--- src/csrl_ram.sv ---
// Generic single write port, single read port RAM with a registered read.
// No dependencies.
`timescale 1ns / 1ps

module csrl_ram #(
  parameter int Width = 8,
  parameter int Depth = 2,
  parameter int AddrW = $clog2(Depth)
) (
  input  logic             clk_i,
  input  logic             we_i,
  input  logic [AddrW-1:0] waddr_i,
  input  logic [Width-1:0] wdata_i,
  input  logic [AddrW-1:0] raddr_i,
  output logic [Width-1:0] rdata_o
);

  logic [Width-1:0] mem_q [Depth];
  logic [Width-1:0] rdata_q;

  always_ff @(posedge clk_i) begin
    if (we_i) begin
      mem_q[waddr_i] <= wdata_i;
    end
    rdata_q <= mem_q[raddr_i];
  end

  assign rdata_o = rdata_q;

endmodule
--- config.mk ---
export PLATFORM = sky130hd
export DESIGN_NAME = csrl_ram
export DESIGN_NICKNAME = d
export VERILOG_FILES = /design/src/csrl_ram.sv
export SDC_FILE = /design/constraint.sdc
export NUM_CORES = 1
export LEC_CHECK = 0
export BUFFER_PORTS_ARGS = -buffer_cell sky130_fd_sc_hd__buf_2
export CAP_MARGIN = 40
export CELL_PAD_IN_SITES_DETAIL_PLACEMENT = 1
export CELL_PAD_IN_SITES_GLOBAL_PLACEMENT = 2
export CORE_UTILIZATION = 39
export CTS_BUF_LIST = sky130_fd_sc_hd__clkbuf_4
export DETAILED_ROUTE_END_ITERATION = 10
export PLACE_DENSITY = 0.88
export SYNTH_ARGS = -nofsm -noshare
export SYNTH_HDL_FRONTEND = slang
export SYNTH_SLANG_ARGS = --single-unit
--- constraint.sdc ---
create_clock -name clk_i -period 0.9 [get_ports clk_i]
set_input_delay 0 -clock clk_i [delete_from_list [all_inputs] [get_ports clk_i]]
set_output_delay 0 -clock clk_i [all_outputs]
set_load 0.005 [all_outputs]
==> run summary <==
initial core utilization = 0.4354
CTS buffer count = 3
Max VDD drop = 1483 uV
sequential share of power = 0.580
Max Fclk = 1.308 GHz
Post-Synth Adder-Cell Area = 0
RSZ-0062 raised after global routing = false
vias in the first global route = 418
clock sinks = 24
clock skew = 0.001132 ns
CP max stage delay = 0.40 ns
first-pass GRT wire length = 1842 um
internal power = 1.824 mW
Buf/Inv on CP = 0
Layout area overhead = 32.54%
# fillers = 183
num ports = 20
Chip Width = 46.85 um
Worst R2R Path Depth = 1
Critical Path Fanout Max = 1
final hold vios = 0
Slew Viols, Final = 0
Post-Synthesis Cells = 35
headroom to the max-slew limit = 0.7252
type of origin of the critical path = register
final setup violation count = 0
net switching power = 0.3843 mW
Place WS = 0.05698 ns
largest net degree at the start of global routing = 15
Critical Path Stages = 1
delay-heaviest family, CP = flip-flops
CP Capture Type = register
WL per Instance = 13.97 um
Setup crit start = mem_q[0][3]
Worst Hold Class = primary input to register
xor/xnor cell area share of the yosys netlist = 0
Leak = 0.4294 nW
final non-filler cell area = 0.001040 sq mm
count of cell types in the netlist = 6
critical path, cell by cell = mux2_4
setup_tns = 0 ns
Die Ht = 46.85 um
IO Port Bufs = 19
Post-CTS Resized = 0
Compound-Gate Fraction of Synth Area = 0
Switching Share = 0.1740
clock group share of total power = 0.339
GRT Resource Usage Total = 0.1299
total power = 2.209 mW
vias per cell = 4.275
Power Density = 2124 mW/mm^2
status = finished clean
postcts setup bufs = 0
Syn Area/Cell = 22.41 sq um
commonest non-fill, non-tap cell in the layout = buf_2
R2R setup slack = 0.14 ns
Post-route DRC = 0
Antenna Violating Nets Remaining = 0
worst setup margin = 0.1356 ns
1st-iter DRT viols = 14
actual slew at the worst max-slew pin = 0.4122 ns
WP data required = 1.10 ns
placed cell area = 907.1 sq um
Critical Setup Path Class = register to register
Seq cells post-synth = 24
part of the power in combinational logic = 0.081
worst r2r dst = rdata_o[3]
most frequent cells in the layout = 19 x buf_2, 16 x edfxtp_1, 8 x mux2_4, 8 x dlygate4sd3_1, 8 x dfxtp_1
main combinational cell family by area after synthesis = multiplexers
clock-pin slew on the worst setup and hold paths = 0.12 ns
Final GP Congestion = 0.6544
Post-Synth Simple-Gate Area = 0.01595
routed vias = 389
sequential area share after synthesis = 0.8166
# hold bufs at CTS = 8
Syn Nets = 47
WL final = 1271 um
# diodes = 0
Mapped Area = 784.5 sq um
number of max-cap violations = 0
core box area = 0.001802 sq mm
CP Capture Point = rdata_o[3]
CP max-delay cell = edfxtp_1
root buf cell = clkbuf_4
Cell Rows = 15
Yosys Warn Count = 0
Worst-Skew Late Latency = 0.30 ns
r2r startpoint = mem_q[0][3]
period utilization = 0.8494
GRT overflow = 0
H-tree depth = 1
mux contribution to synthesized area = 0.1531
initial antenna violation count = 0
DIE AREA = 0.002195 sq mm
min cycle time layout = 0.7644 ns
CTS tree = yes
Final nets = 79
end-of-flow core utilization = 0.5771
share of cells above drive strength 1 = 0.4848
1st-pass router iterations = 2
WP data arrival = 0.97 ns
CTS Buffer Depth = 2
registers in the layout (all words and copies together) (netlist names):
name	flops
rdata_o	8
mem_q	16
kinds of logic (layout without fill, tap and decap cells):
logic type             after synthesis  in the layout
buffers and inverters                1             32
flip-flops                          24             24
AND/OR/NAND/NOR                      2              2
multiplexers                         8              8
power groups by stage:
stage | logic, mW | clock network, mW | registers, mW
final | 0.179 | 0.749 | 1.28
after global routing | 0.195 | 0.812 | 1.29
after CTS | 0.180 | 0.771 | 1.28
after detailed placement | 0.153 | 0 | 1.31
after global placement | 0.145 | 0 | 1.30
after floorplan | 0.0759 | 0 | 1.31
cell type report:
class,instances,area (sq um),share of cell area
sequential,24,640.6,0.6161
clock buffer,3,22.52,0.02166
tap,25,31.28,0.03008
multi-input combinational,10,132.6,0.1276
clock inverter,1,30.03,0.02888
timing repair buffer,28,182.7,0.1757
metrics by stage:
stage                     hold slack, ns  std cells
after detailed placement          0.1950         79
after CTS                         0.1165         91
after floorplan                  0.09887         35
after global placement            0.1894         79
after global routing              0.1094         91
final                             0.1250         91
per-layer routing:
layer	track usage	routed length (um)
met4	0.06857	5
met3	0.02308	46
met1	0.1587	518
met5	0	0
met2	0.2194	702
Yosys cell counts:
cell / number / share of area
and2_1: 1 / 0.0080
buf_6: 1 / 0.014
dfxtp_1: 8 / 0.20
edfxtp_1: 16 / 0.61
mux2_4: 8 / 0.15
nor2b_1: 1 / 0.0080
worst min path at each step:
stage	startpoint	endpoint	slack, ns	cells after the start
6_report	raddr_i	rdata_o[7]	0.13	2
2_1_floorplan	wdata_i[0]	mem_q[0][0]	0.1	0
5_1_grt	raddr_i	rdata_o[6]	0.11	2
4_1_cts	raddr_i	rdata_o[6]	0.12	2
3_5_place_dp	wdata_i[3]	mem_q[0][3]	0.20	1
3_3_place_gp	wdata_i[2]	mem_q[0][2]	0.19	1
(Power assumes the default switching activity.)
